--- src/hw/rtl/pgcd_pkg.sv ---
// Shared types, opcodes and a helper function for the packed geometry command decoder.
package pgcd_pkg;

   // Result kinds as they appear on the result channel.
   typedef enum logic [2:0] {
      KIND_MATRIX  = 3'd0,
      KIND_NORMAL  = 3'd1,
      KIND_TEX     = 3'd2,
      KIND_VERTEX  = 3'd3,
      KIND_BEGIN   = 3'd4,
      KIND_UNKNOWN = 3'd5
   } kind_type;

   // Opcode bytes that take parameter words.
   localparam logic [7:0] OP_MATRIX = 8'h19;
   localparam logic [7:0] OP_NORMAL = 8'h21;
   localparam logic [7:0] OP_TEX    = 8'h22;
   localparam logic [7:0] OP_VERTEX = 8'h24;
   localparam logic [7:0] OP_BEGIN  = 8'h40;

   // Number of words in a matrix load.
   localparam logic [3:0] MATRIX_WORDS = 4'd12;

   // 4x3 matrix, entry r*3+c holds row r, column c, each in 20.12.
   typedef logic [11:0][31:0] matrix_type;

   // Identity: entries 0, 4 and 8 hold 1.0.
   localparam matrix_type MATRIX_RESET = {
      32'd0, 32'd0, 32'd0, 32'd4096,
      32'd0, 32'd0, 32'd0, 32'd4096,
      32'd0, 32'd0, 32'd0, 32'd4096
   };

   // Work produced by the parser for one accepted word.
   typedef struct packed {
      logic        has_main;   // a completed opcode leads the results
      kind_type    kind;       // kind of the completed opcode
      logic [7:0]  opcode;     // opcode byte of the completed opcode
      logic [31:0] word;       // parameter word of the completed opcode
      logic [31:0] unk_ops;    // command word holding the unknown bytes
      logic [1:0]  unk_start;  // first unknown slot
      logic [2:0]  unk_count;  // number of unknown bytes that follow
   } job_type;

   // Queue entry: a job with its main result already formatted.
   typedef struct packed {
      logic               has_main;
      kind_type           kind;
      logic [7:0]         opcode;
      logic signed [31:0] x;
      logic signed [31:0] y;
      logic signed [31:0] z;
      logic               strip;
      logic               sat;
      logic [31:0]        unk_ops;
      logic [1:0]         unk_start;
      logic [2:0]         unk_count;
   } entry_type;

   // One result transaction.
   typedef struct packed {
      kind_type           kind;
      logic signed [31:0] x;
      logic signed [31:0] y;
      logic signed [31:0] z;
      logic [7:0]         opcode;
      logic               strip;
      logic               sat;
      logic               last;
   } rsp_type;

   // Parameter words owed by an opcode byte.
   function automatic logic [3:0] param_count(logic [7:0] op);
      logic [3:0] cnt;
      unique case (op)
         OP_MATRIX: cnt = MATRIX_WORDS;
         OP_NORMAL, OP_TEX, OP_VERTEX, OP_BEGIN: cnt = 4'd1;
         default: cnt = 4'd0;
      endcase
      return cnt;
   endfunction

endpackage

--- src/hw/rtl/pgcd_parser.sv ---
// Front end: parses command and parameter words, holds the matrix and issues jobs.
module pgcd_parser (
   input  logic                 clock,
   input  logic                 reset,
   input  logic                 accept,
   input  logic [31:0]          word,
   output logic                 job_valid,
   output pgcd_pkg::job_type    job,
   output pgcd_pkg::matrix_type matrix
);
   import pgcd_pkg::*;

   logic [31:0] pending_ff, pending_in;
   logic [1:0]  slot_ff, slot_in;
   logic        await_ff, await_in;
   logic [7:0]  active_ff, active_in;
   logic [3:0]  left_ff, left_in;
   matrix_type  matrix_ff;
   logic        mat_we;
   logic [3:0]  mat_idx;

   // Decode the word against the parser state and scan the remaining slots.
   always_comb begin
      logic [2:0]  scan_from;
      logic [31:0] scan_word;
      logic        do_scan;
      logic        main_done;
      logic        found;
      logic [1:0]  found_k;
      logic [7:0]  found_op;
      kind_type    main_kind;

      pending_in = pending_ff;
      slot_in    = slot_ff;
      await_in   = await_ff;
      active_in  = active_ff;
      left_in    = left_ff;
      mat_we     = 1'b0;
      mat_idx    = MATRIX_WORDS - left_ff;
      scan_from  = 3'd0;
      scan_word  = pending_ff;
      do_scan    = 1'b0;
      main_done  = 1'b0;
      found      = 1'b0;
      found_k    = 2'd0;
      found_op   = 8'd0;
      main_kind  = KIND_BEGIN;
      job        = '0;
      job_valid  = 1'b0;

      if (accept) begin
         if (await_ff || left_ff == 4'd0) begin
            // Command word: latch it and start at slot zero.
            pending_in = word;
            await_in   = 1'b0;
            do_scan    = 1'b1;
            scan_from  = 3'd0;
            scan_word  = word;
         end else begin
            // Parameter word for the active opcode.
            if (active_ff == OP_MATRIX) begin
               mat_we  = (left_ff >= 4'd1) && (left_ff <= MATRIX_WORDS);
               left_in = left_ff - 4'd1;
               if (left_ff == 4'd1) begin
                  main_done = 1'b1;
                  main_kind = KIND_MATRIX;
               end
            end else begin
               left_in   = 4'd0;
               main_done = 1'b1;
               priority if (active_ff == OP_NORMAL) begin
                  main_kind = KIND_NORMAL;
               end else if (active_ff == OP_TEX) begin
                  main_kind = KIND_TEX;
               end else if (active_ff == OP_VERTEX) begin
                  main_kind = KIND_VERTEX;
               end else begin
                  main_kind = KIND_BEGIN;
               end
            end
            if (main_done) begin
               if (slot_ff == 2'd3) begin
                  slot_in  = 2'd0;
                  await_in = 1'b1;
               end else begin
                  do_scan   = 1'b1;
                  scan_from = {1'b0, slot_ff} + 3'd1;
                  scan_word = pending_ff;
               end
            end
         end

         // Find the first slot from scan_from on that takes parameter words.
         for (int k = 3; k >= 0; k--) begin
            if (k >= int'(scan_from) && param_count(scan_word[8*k +: 8]) != 4'd0) begin
               found    = 1'b1;
               found_k  = 2'(k);
               found_op = scan_word[8*k +: 8];
            end
         end

         job.has_main  = main_done;
         job.kind      = main_kind;
         job.opcode    = active_ff;
         job.word      = word;
         job.unk_ops   = scan_word;
         job.unk_start = scan_from[1:0];
         job.unk_count = 3'd0;

         if (do_scan) begin
            if (found) begin
               job.unk_count = {1'b0, found_k} - scan_from;
               active_in     = found_op;
               left_in       = param_count(found_op);
               slot_in       = found_k;
               await_in      = 1'b0;
            end else begin
               job.unk_count = 3'd4 - scan_from;
               slot_in       = 2'd0;
               await_in      = 1'b1;
            end
         end

         job_valid = main_done || (job.unk_count != 3'd0);
      end
   end

   // Parser state.
   always_ff @(posedge clock) begin
      if (reset) begin
         pending_ff <= '0;
         slot_ff    <= '0;
         await_ff   <= 1'b1;
         active_ff  <= '0;
         left_ff    <= '0;
      end else begin
         pending_ff <= pending_in;
         slot_ff    <= slot_in;
         await_ff   <= await_in;
         active_ff  <= active_in;
         left_ff    <= left_in;
      end
   end

   // Matrix entries are written as each load word arrives.
   always_ff @(posedge clock) begin
      if (reset) begin
         matrix_ff <= MATRIX_RESET;
      end else if (mat_we) begin
         matrix_ff[mat_idx] <= word;
      end
   end

   assign matrix = matrix_ff;

endmodule

--- src/hw/rtl/pgcd_xform.sv ---
// Two-stage pipeline that formats main results and transforms vertices by the matrix.
module pgcd_xform (
   input  logic                 clock,
   input  logic                 reset,
   input  logic                 job_valid,
   input  pgcd_pkg::job_type    job,
   input  pgcd_pkg::matrix_type matrix,
   output logic                 entry_valid,
   output pgcd_pkg::entry_type  entry,
   output logic [1:0]           inflight
);
   import pgcd_pkg::*;

   localparam logic signed [44:0] SAT_MAX = 45'sh0_7FFF_FFFF;
   localparam logic signed [44:0] SAT_MIN = -45'sh0_8000_0000;

   logic               s1_v_ff;
   job_type            s1_job_ff;
   logic               s2_v_ff;
   job_type            s2_job_ff;
   logic signed [41:0] prod_ff [3][3];
   logic signed [41:0] prod_in [3][3];
   logic signed [31:0] trans_ff [3];
   logic signed [31:0] trans_in [3];

   // Stage one: the nine products and the translation row, against the current matrix.
   always_comb begin
      logic signed [9:0] coord [3];
      coord[0] = s1_job_ff.word[9:0];
      coord[1] = s1_job_ff.word[19:10];
      coord[2] = s1_job_ff.word[29:20];
      for (int j = 0; j < 3; j++) begin
         for (int r = 0; r < 3; r++) begin
            prod_in[j][r] = 42'(coord[r]) * 42'(signed'(matrix[4'(r*3 + j)]));
         end
         trans_in[j] = signed'(matrix[4'(9 + j)]);
      end
   end

   // Pipeline registers; the stages never stall, the top level holds room for them.
   always_ff @(posedge clock) begin
      if (reset) begin
         s1_v_ff <= 1'b0;
         s2_v_ff <= 1'b0;
      end else begin
         s1_v_ff <= job_valid;
         s2_v_ff <= s1_v_ff;
      end
   end

   always_ff @(posedge clock) begin
      s1_job_ff <= job;
      s2_job_ff <= s1_job_ff;
      prod_ff   <= prod_in;
      trans_ff  <= trans_in;
   end

   // Stage two: column sums, floor shift, saturation and result formatting.
   always_comb begin
      logic signed [44:0] sum;
      logic signed [44:0] shifted;
      logic signed [31:0] col [3];
      logic               any_sat;
      logic [31:0]        w;

      any_sat = 1'b0;
      for (int j = 0; j < 3; j++) begin
         sum = 45'(prod_ff[j][0]) + 45'(prod_ff[j][1]) + 45'(prod_ff[j][2])
             + (45'(trans_ff[j]) <<< 6);
         shifted = sum >>> 6;
         if (shifted > SAT_MAX) begin
            col[j]  = 32'sh7FFF_FFFF;
            any_sat = 1'b1;
         end else if (shifted < SAT_MIN) begin
            col[j]  = 32'sh8000_0000;
            any_sat = 1'b1;
         end else begin
            col[j] = shifted[31:0];
         end
      end

      w               = s2_job_ff.word;
      entry           = '0;
      entry.has_main  = s2_job_ff.has_main;
      entry.kind      = s2_job_ff.kind;
      entry.opcode    = s2_job_ff.opcode;
      entry.unk_ops   = s2_job_ff.unk_ops;
      entry.unk_start = s2_job_ff.unk_start;
      entry.unk_count = s2_job_ff.unk_count;
      unique case (s2_job_ff.kind)
         KIND_VERTEX: begin
            entry.x   = col[0];
            entry.y   = col[1];
            entry.z   = col[2];
            entry.sat = any_sat;
         end
         KIND_NORMAL: begin
            entry.x = 32'(signed'(w[9:0]));
            entry.y = 32'(signed'(w[19:10]));
            entry.z = 32'(signed'(w[29:20]));
         end
         KIND_TEX: begin
            entry.x = {16'd0, w[15:0]};
            entry.y = {16'd0, w[31:16]};
         end
         KIND_BEGIN: begin
            entry.strip = |w;
         end
         default: begin
            entry.strip = 1'b0;
         end
      endcase
   end

   assign entry_valid = s2_v_ff;
   assign inflight    = {1'b0, s1_v_ff} + {1'b0, s2_v_ff};

endmodule

--- src/hw/rtl/pgcd_fifo.sv ---
// Short queue of formatted entries between the front end and the result expander.
module pgcd_fifo #(
   parameter int DEPTH = 8
) (
   input  logic                         clock,
   input  logic                         reset,
   input  logic                         push,
   input  pgcd_pkg::entry_type          push_entry,
   input  logic                         pop,
   output pgcd_pkg::entry_type          head,
   output logic                         empty,
   output logic [$clog2(DEPTH+1)-1:0]   count
);
   import pgcd_pkg::*;

   localparam int PW = (DEPTH > 1) ? $clog2(DEPTH) : 1;
   localparam int CW = $clog2(DEPTH + 1);

   entry_type       mem_ff [DEPTH];
   logic [PW-1:0]   wr_ptr_ff, wr_ptr_in;
   logic [PW-1:0]   rd_ptr_ff, rd_ptr_in;
   logic [CW-1:0]   count_ff, count_in;
   logic            do_pop;

   assign do_pop = pop && (count_ff != '0);

   // Pointer and fill count update with wrap at the last entry.
   always_comb begin
      wr_ptr_in = wr_ptr_ff;
      rd_ptr_in = rd_ptr_ff;
      count_in  = count_ff;
      if (push) begin
         wr_ptr_in = (wr_ptr_ff == PW'(DEPTH - 1)) ? '0 : wr_ptr_ff + 1'b1;
      end
      if (do_pop) begin
         rd_ptr_in = (rd_ptr_ff == PW'(DEPTH - 1)) ? '0 : rd_ptr_ff + 1'b1;
      end
      if (push && !do_pop) begin
         count_in = count_ff + 1'b1;
      end else if (!push && do_pop) begin
         count_in = count_ff - 1'b1;
      end
   end

   always_ff @(posedge clock) begin
      if (reset) begin
         wr_ptr_ff <= '0;
         rd_ptr_ff <= '0;
         count_ff  <= '0;
      end else begin
         wr_ptr_ff <= wr_ptr_in;
         rd_ptr_ff <= rd_ptr_in;
         count_ff  <= count_in;
      end
   end

   // Entry storage.
   always_ff @(posedge clock) begin
      if (push) begin
         mem_ff[wr_ptr_ff] <= push_entry;
      end
   end

   assign head  = mem_ff[rd_ptr_ff];
   assign empty = (count_ff == '0);
   assign count = count_ff;

endmodule

--- src/hw/rtl/pgcd_expand.sv ---
// Back end: expands each queue entry into its result transactions, one per cycle while results are popped.
module pgcd_expand (
   input  logic                clock,
   input  logic                reset,
   input  logic                head_valid,
   input  pgcd_pkg::entry_type head,
   output logic                head_pop,
   input  logic                rsp_pop,
   output logic                rsp_valid,
   output pgcd_pkg::rsp_type   rsp
);
   import pgcd_pkg::*;

   logic    [2:0] idx_ff, idx_in;
   logic          out_v_ff, out_v_in;
   rsp_type       rsp_ff, rsp_in;
   logic          load;
   logic          is_last;

   // Pick the result at idx_ff out of the head entry.
   always_comb begin
      logic [2:0] total;
      logic [2:0] u;
      logic [1:0] slot;
      logic       is_main;

      total   = {2'd0, head.has_main} + head.unk_count;
      is_main = head.has_main && (idx_ff == 3'd0);
      u       = idx_ff - {2'd0, head.has_main};
      slot    = head.unk_start + u[1:0];
      is_last = (idx_ff == total - 3'd1);

      rsp_in      = '0;
      rsp_in.last = is_last;
      if (is_main) begin
         rsp_in.kind   = head.kind;
         rsp_in.x      = head.x;
         rsp_in.y      = head.y;
         rsp_in.z      = head.z;
         rsp_in.opcode = head.opcode;
         rsp_in.strip  = head.strip;
         rsp_in.sat    = head.sat;
      end else begin
         rsp_in.kind   = KIND_UNKNOWN;
         rsp_in.opcode = head.unk_ops[{slot, 3'b000} +: 8];
      end
   end

   // The output register loads when it is free or being emptied this cycle.
   assign load     = head_valid && (!out_v_ff || rsp_pop);
   assign head_pop = load && is_last;

   always_comb begin
      idx_in   = idx_ff;
      out_v_in = out_v_ff;
      if (load) begin
         out_v_in = 1'b1;
         idx_in   = is_last ? 3'd0 : idx_ff + 3'd1;
      end else if (rsp_pop) begin
         out_v_in = 1'b0;
      end
   end

   always_ff @(posedge clock) begin
      if (reset) begin
         idx_ff   <= '0;
         out_v_ff <= 1'b0;
      end else begin
         idx_ff   <= idx_in;
         out_v_ff <= out_v_in;
      end
   end

   always_ff @(posedge clock) begin
      if (load) begin
         rsp_ff <= rsp_in;
      end
   end

   assign rsp_valid = out_v_ff;
   assign rsp       = rsp_ff;

endmodule

--- src/hw/rtl/packed_geometry_command_decoder.sv ---
// Top level of the packed geometry command decoder: parser, transform, queue and expander.
//
//   Channel   Direction  Handshake         Payload
//   req_      in         push / full       word (32)
//   rsp_      out        empty / pop       kind, coord_x/y/z, opcode_seen, strip_mode,
//                                          saturated, last
//
// One word is accepted per cycle while the queue and the transform pipeline have room.
// An accepted word passes through both transform stages and the queue before the result register.
// The expander sends one result per cycle while results are popped, so a word causing k results holds it for all k.
// Synchronous reset sets the matrix to identity and empties every stage.
// full rises when queue entries plus jobs in the transform pipeline reach QUEUE_DEPTH.
module packed_geometry_command_decoder #(
   parameter int QUEUE_DEPTH = 8
) (
   input  logic               clock,
   input  logic               reset,
   input  logic               req_push,
   output logic               req_full,
   input  logic [31:0]        req_word,
   output logic               rsp_empty,
   input  logic               rsp_pop,
   output logic [2:0]         rsp_kind,
   output logic signed [31:0] rsp_coord_x,
   output logic signed [31:0] rsp_coord_y,
   output logic signed [31:0] rsp_coord_z,
   output logic [7:0]         rsp_opcode_seen,
   output logic               rsp_strip_mode,
   output logic               rsp_saturated,
   output logic               rsp_last
);
   import pgcd_pkg::*;

   localparam int FCW = $clog2(QUEUE_DEPTH + 1);
   localparam int OCW = $clog2(QUEUE_DEPTH + 3);

   logic             accept;
   logic             job_valid;
   job_type          job;
   matrix_type       matrix;
   logic             entry_valid;
   entry_type        entry;
   logic [1:0]       inflight;
   entry_type        head;
   logic             fifo_empty;
   logic [FCW-1:0]   fifo_count;
   logic             head_pop;
   logic             rsp_valid;
   rsp_type          rsp;
   logic [OCW-1:0]   occupancy;

   // Room is reserved for every job still in the transform pipeline.
   assign occupancy = OCW'(fifo_count) + OCW'(inflight);
   assign req_full  = (occupancy >= OCW'(QUEUE_DEPTH));
   assign accept    = req_push && !req_full;

   pgcd_parser u_parser (
      .clock     (clock),
      .reset     (reset),
      .accept    (accept),
      .word      (req_word),
      .job_valid (job_valid),
      .job       (job),
      .matrix    (matrix)
   );

   pgcd_xform u_xform (
      .clock       (clock),
      .reset       (reset),
      .job_valid   (job_valid),
      .job         (job),
      .matrix      (matrix),
      .entry_valid (entry_valid),
      .entry       (entry),
      .inflight    (inflight)
   );

   pgcd_fifo #(
      .DEPTH (QUEUE_DEPTH)
   ) u_fifo (
      .clock      (clock),
      .reset      (reset),
      .push       (entry_valid),
      .push_entry (entry),
      .pop        (head_pop),
      .head       (head),
      .empty      (fifo_empty),
      .count      (fifo_count)
   );

   pgcd_expand u_expand (
      .clock      (clock),
      .reset      (reset),
      .head_valid (!fifo_empty),
      .head       (head),
      .head_pop   (head_pop),
      .rsp_pop    (rsp_pop),
      .rsp_valid  (rsp_valid),
      .rsp        (rsp)
   );

   // Result ports.
   assign rsp_empty       = !rsp_valid;
   assign rsp_kind        = rsp.kind;
   assign rsp_coord_x     = rsp.x;
   assign rsp_coord_y     = rsp.y;
   assign rsp_coord_z     = rsp.z;
   assign rsp_opcode_seen = rsp.opcode;
   assign rsp_strip_mode  = rsp.strip;
   assign rsp_saturated   = rsp.sat;
   assign rsp_last        = rsp.last;

   // The queue never holds more entries than it has.
   a_fifo_bound: assert property (@(posedge clock) disable iff (reset)
      fifo_count <= FCW'(QUEUE_DEPTH))
      else $error("queue fill count exceeds its depth");

   // An accepted word never pushes reserved occupancy past the queue depth.
   a_credit: assert property (@(posedge clock) disable iff (reset)
      accept |=> occupancy <= OCW'(QUEUE_DEPTH))
      else $error("transaction accepted without room in the queue");

   // Saturation is only reported on vertex results.
   a_sat_kind: assert property (@(posedge clock) disable iff (reset)
      (!rsp_empty && rsp_saturated) |-> rsp_kind == KIND_VERTEX)
      else $error("saturated flag on a result that is not a vertex");

   // Strip mode is only reported on begin results.
   a_strip_kind: assert property (@(posedge clock) disable iff (reset)
      (!rsp_empty && rsp_strip_mode) |-> rsp_kind == KIND_BEGIN)
      else $error("strip flag on a result that is not a begin");

endmodule
--- config.mk ---
export PLATFORM = sky130hd
export DESIGN_NAME = packed_geometry_command_decoder
export DESIGN_NICKNAME = d
export VERILOG_FILES = /design/src/hw/rtl/pgcd_pkg.sv /design/src/hw/rtl/pgcd_parser.sv /design/src/hw/rtl/pgcd_xform.sv /design/src/hw/rtl/pgcd_fifo.sv /design/src/hw/rtl/pgcd_expand.sv /design/src/hw/rtl/packed_geometry_command_decoder.sv
export SDC_FILE = /design/constraint.sdc
export NUM_CORES = 1
export LEC_CHECK = 0
export CAP_MARGIN = 10
export CORE_MARGIN = 1.5
export CORE_UTILIZATION = 50
export CTS_CLUSTER_DIAMETER = 30
export DETAILED_ROUTE_END_ITERATION = 6
export DONT_BUFFER_PORTS = 1
export GPL_ROUTABILITY_DRIVEN = 0
export GPL_TIMING_DRIVEN = 1
export PLACE_DENSITY_LB_ADDON = 0.15
export SKIP_CTS_REPAIR_TIMING = 1
export SLEW_MARGIN = 40
export SYNTH_ARGS = -nofsm -noshare
export SYNTH_HDL_FRONTEND = slang
export SYNTH_HIERARCHICAL = 1
export SYNTH_SLANG_ARGS = --single-unit
--- constraint.sdc ---
create_clock -name clock -period 14.5 [get_ports clock]
set_clock_uncertainty 0.2 [all_clocks]
set_input_delay 0 -clock clock [delete_from_list [all_inputs] [get_ports clock]]
set_output_delay 0 -clock clock [all_outputs]
set_load 0.05 [all_outputs]
==> results.json <==
{
  "worstRegToRegCells": 13,
  "startpoint_type": "register",
  "cp.buffers_inverters": 4,
  "wl_met3_um": 8342,
  "end_kind": "register",
  "cp.required_ns": 15.04,
  "cp_top_family": "buffers and inverters",
  "drc": 0,
  "crit_cells": 13,
  "syn_inst": 3038,
  "path_clk_slew_ns": 0.05,
  "cts_buffer_depth": 4,
  "cp_max_fo": 33,
  "overflow": 0,
  "grt_use_total_pct": 21.05,
  "clk_latency_ns": 0.87,
  "cts_made_buffers": 304,
  "min_period_over_period_pct": 38.53,
  "htreeDepth": 5,
  "drt_iter0_markers": 2671,
  "drt_first_pass_iters": 5,
  "cpMaxStageDelayCell": "dlygate4sd3_1",
  "p_leak_nw": 26.10,
  "tns_ns": 0,
  "fmax_mhz": 179.0,
  "io-pin-count": 148,
  "cp-startpoint": "u_parser/left_ff[0]",
  "met2_length_um": 61110,
  "portBuffers": 0,
  "wirelength_um": 127700,
  "layout-drive-gt1-share_pct": 25.98,
  "detail-route-antenna-nets": 0,
  "slew_headroom_pct": 39.03,
  "worstPathArrival_ns": 6.13,
  "power_density_nw_per_um2": 172.8,
  "r2r_setup_slack_ns": 8.91,
  "syn2layout_area_growth_pct": 20.40,
  "total_power_w": 0.01223,
  "grt_pass1_vias": 29562,
  "syn_area_um2": 58800,
  "finalSetupViolCount": 0,
  "path_cells": "inv_1 -> ha_1 -> or3b_1 -> nand2_2 -> nor4_1 -> o311ai_1 -> a21oi_1 -> a311oi_1 -> dlygate4sd3_1 -> a2bb2oi_2 -> dlygate4sd3_1 -> a311oi_1 -> dlygate4sd3_1",
  "yosys_warnings": 6,
  "met1_length_um": 55570,
  "cts_tree": "built",
  "die_area_um2": 119700,
  "min_path_type": "primary input to register",
  "worst_pin_slew_ns": 0.9101,
  "grt_pass1_wl_um": 187600,
  "rsz0062_at_grt": "no",
  "antenna_found_initial": 7,
  "viasPerCell": 5.809,
  "critical-path-max-stage-delay_ns": 0.70,
  "grt_max_degree": 131,
  "top_layer_used": "met4",
  "start_util_pct": 50.53,
  "finalCriticalPeriod_ns": 5.587,
  "dpl.hpwl_um": 65920,
  "hold_viol": 0,
  "cts_root_buffer": "clkbuf_16",
  "drv_cap": 0,
  "synth_area_per_cell_um2": 19.35,
  "num_rows": 125,
  "synth_fp_nets": 3097,
  "die_x_um": 345.9,
  "vdd_drop_max_v": 0.0001352,
  "postLayoutCoreUtil_pct": 60.84,
  "worstSetupPathType": "register to register",
  "drt-wirelength-per-cell_um": 25.77,
  "cp_common_cell": "dlygate4sd3_1",
  "status": "complete, no violations",
  "cts.sinks": 1514,
  "die_y_um": 345.9,
  "regToRegEndpoint": "u_parser/active_ff[3]",
  "final_nets": 3261,
  "core_region_area_um2": 116400,
  "r2r-start": "u_parser/left_ff[0]",
  "crit_path_end": "u_parser/active_ff[3]",
  "via_count": 28778,
  "finalMaxSlewViolations": 0
}
==> placed cells by master, fill, tap and decap left out, types with 8 or more instances in the layout <==
cell / count
dfxtp_1: 225
mux2_2: 156
a22o_1: 9
nand2_1: 107
or3_1: 8
mux4_1: 139
nand2b_1: 8
mux2i_1: 18
inv_1: 22
clkbuf_16: 309
clkinv_1: 23
nand4_1: 10
clkbuf_1: 41
nor2_1: 81
nand3_1: 11
buf_4: 12
clkinv_4: 32
edfxtp_1: 1286
a211oi_1: 15
inv_6: 23
buf_6: 28
ha_1: 21
and2b_2: 10
a21o_1: 15
buf_12: 9
dlygate4sd3_1: 116
nor4_1: 24
a21oi_1: 69
clkinv_2: 41
bufinv_16: 35
nor3_1: 10
clkinvlp_4: 20
and2_1: 149
o21ai_0: 28
mux4_2: 163
==> routing by layer <==
layer | global-route usage [%] | up-vias
li1 | - | 12464
met1 | 29.91 | 15011
met2 | 32.69 | 1044
met3 | 4.728 | 259
met4 | 6.482 | 0
met5 | 0 | -
==> how the worst min path moves through the flow <==
stage / from / endpoint / slack [ns] / cells past startpoint
5_1_grt: req_word[7] / u_parser/active_ff[1] / -0.002 / 6
6_report: req_word[7] / u_parser/active_ff[1] / 0.03 / 6
4_1_cts: reset / u_parser/active_ff[2] / -1.04 / 1
3_5_place_dp: reset / u_parser/pending_ff[9] / -0.12 / 1
3_3_place_gp: reset / u_parser/pending_ff[9] / -0.12 / 1
2_1_floorplan: reset / u_expand/idx_ff[0] / -0.13 / 1
==> through the flow <==
step	setup WS, ns	hold slack (ns)	instance area, µm²	std cells
after floorplan	2.982	-0.1309	58800	3038
after global placement	8.570	-0.1240	59270	4293
after global routing	8.588	-0.001969	70790	4953
after detailed placement	9.191	-0.1205	59570	4301
after CTS	9.182	-1.039	69560	4834
final	8.913	0.03404	70790	4954
==> report_power, final <==
part	total [W]	internal, W	switching [W]
logic	0.000369	0.000143	0.000227
clock network	0.00671	0.00454	0.00216
registers	0.00516	0.00485	0.000305
total	0.0122	0.00954	0.00270
==> state kept, by name (all words and copies together), names as in the netlist, 2 cells and up, named ones only <==
signal / count
u_fifo/rd_ptr_ff: 3
u_parser/pending_ff: 32
u_parser/left_ff: 4
u_expand/idx_ff: 3
u_fifo/wr_ptr_ff: 3
u_parser/active_ff: 8
u_fifo/mem_ff: 1176
u_xform/s1_job_ff: 81
u_xform/entry: 49
u_fifo/count: 4
u_parser/slot_ff: 2
u_expand/rsp: 110
u_xform/s2_job_ff: 32
==> worst register-to-register path, cell delays in order, from the launching register on <==
cell,delay (ns)
dfxtp_1,0.36
inv_1,0.11
ha_1,0.27
or3b_1,0.56
nand2_2,0.59
nor4_1,0.18
o311ai_1,0.62
a21oi_1,0.15
a311oi_1,0.26
dlygate4sd3_1,0.61
a2bb2oi_2,0.12
dlygate4sd3_1,0.70
a311oi_1,0.13
dlygate4sd3_1,0.60
==> final cells by class <==
class	count	area, µm²
inverter	24	95.09
fill	8141	45570
multi-input combinational	1188	13730
sequential	1514	43190
tap	1524	1907
clock inverter	178	2037
antenna	1	2.502
clock buffer	355	7955
timing repair buffer	170	1871
(Power assumes the default switching activity.)
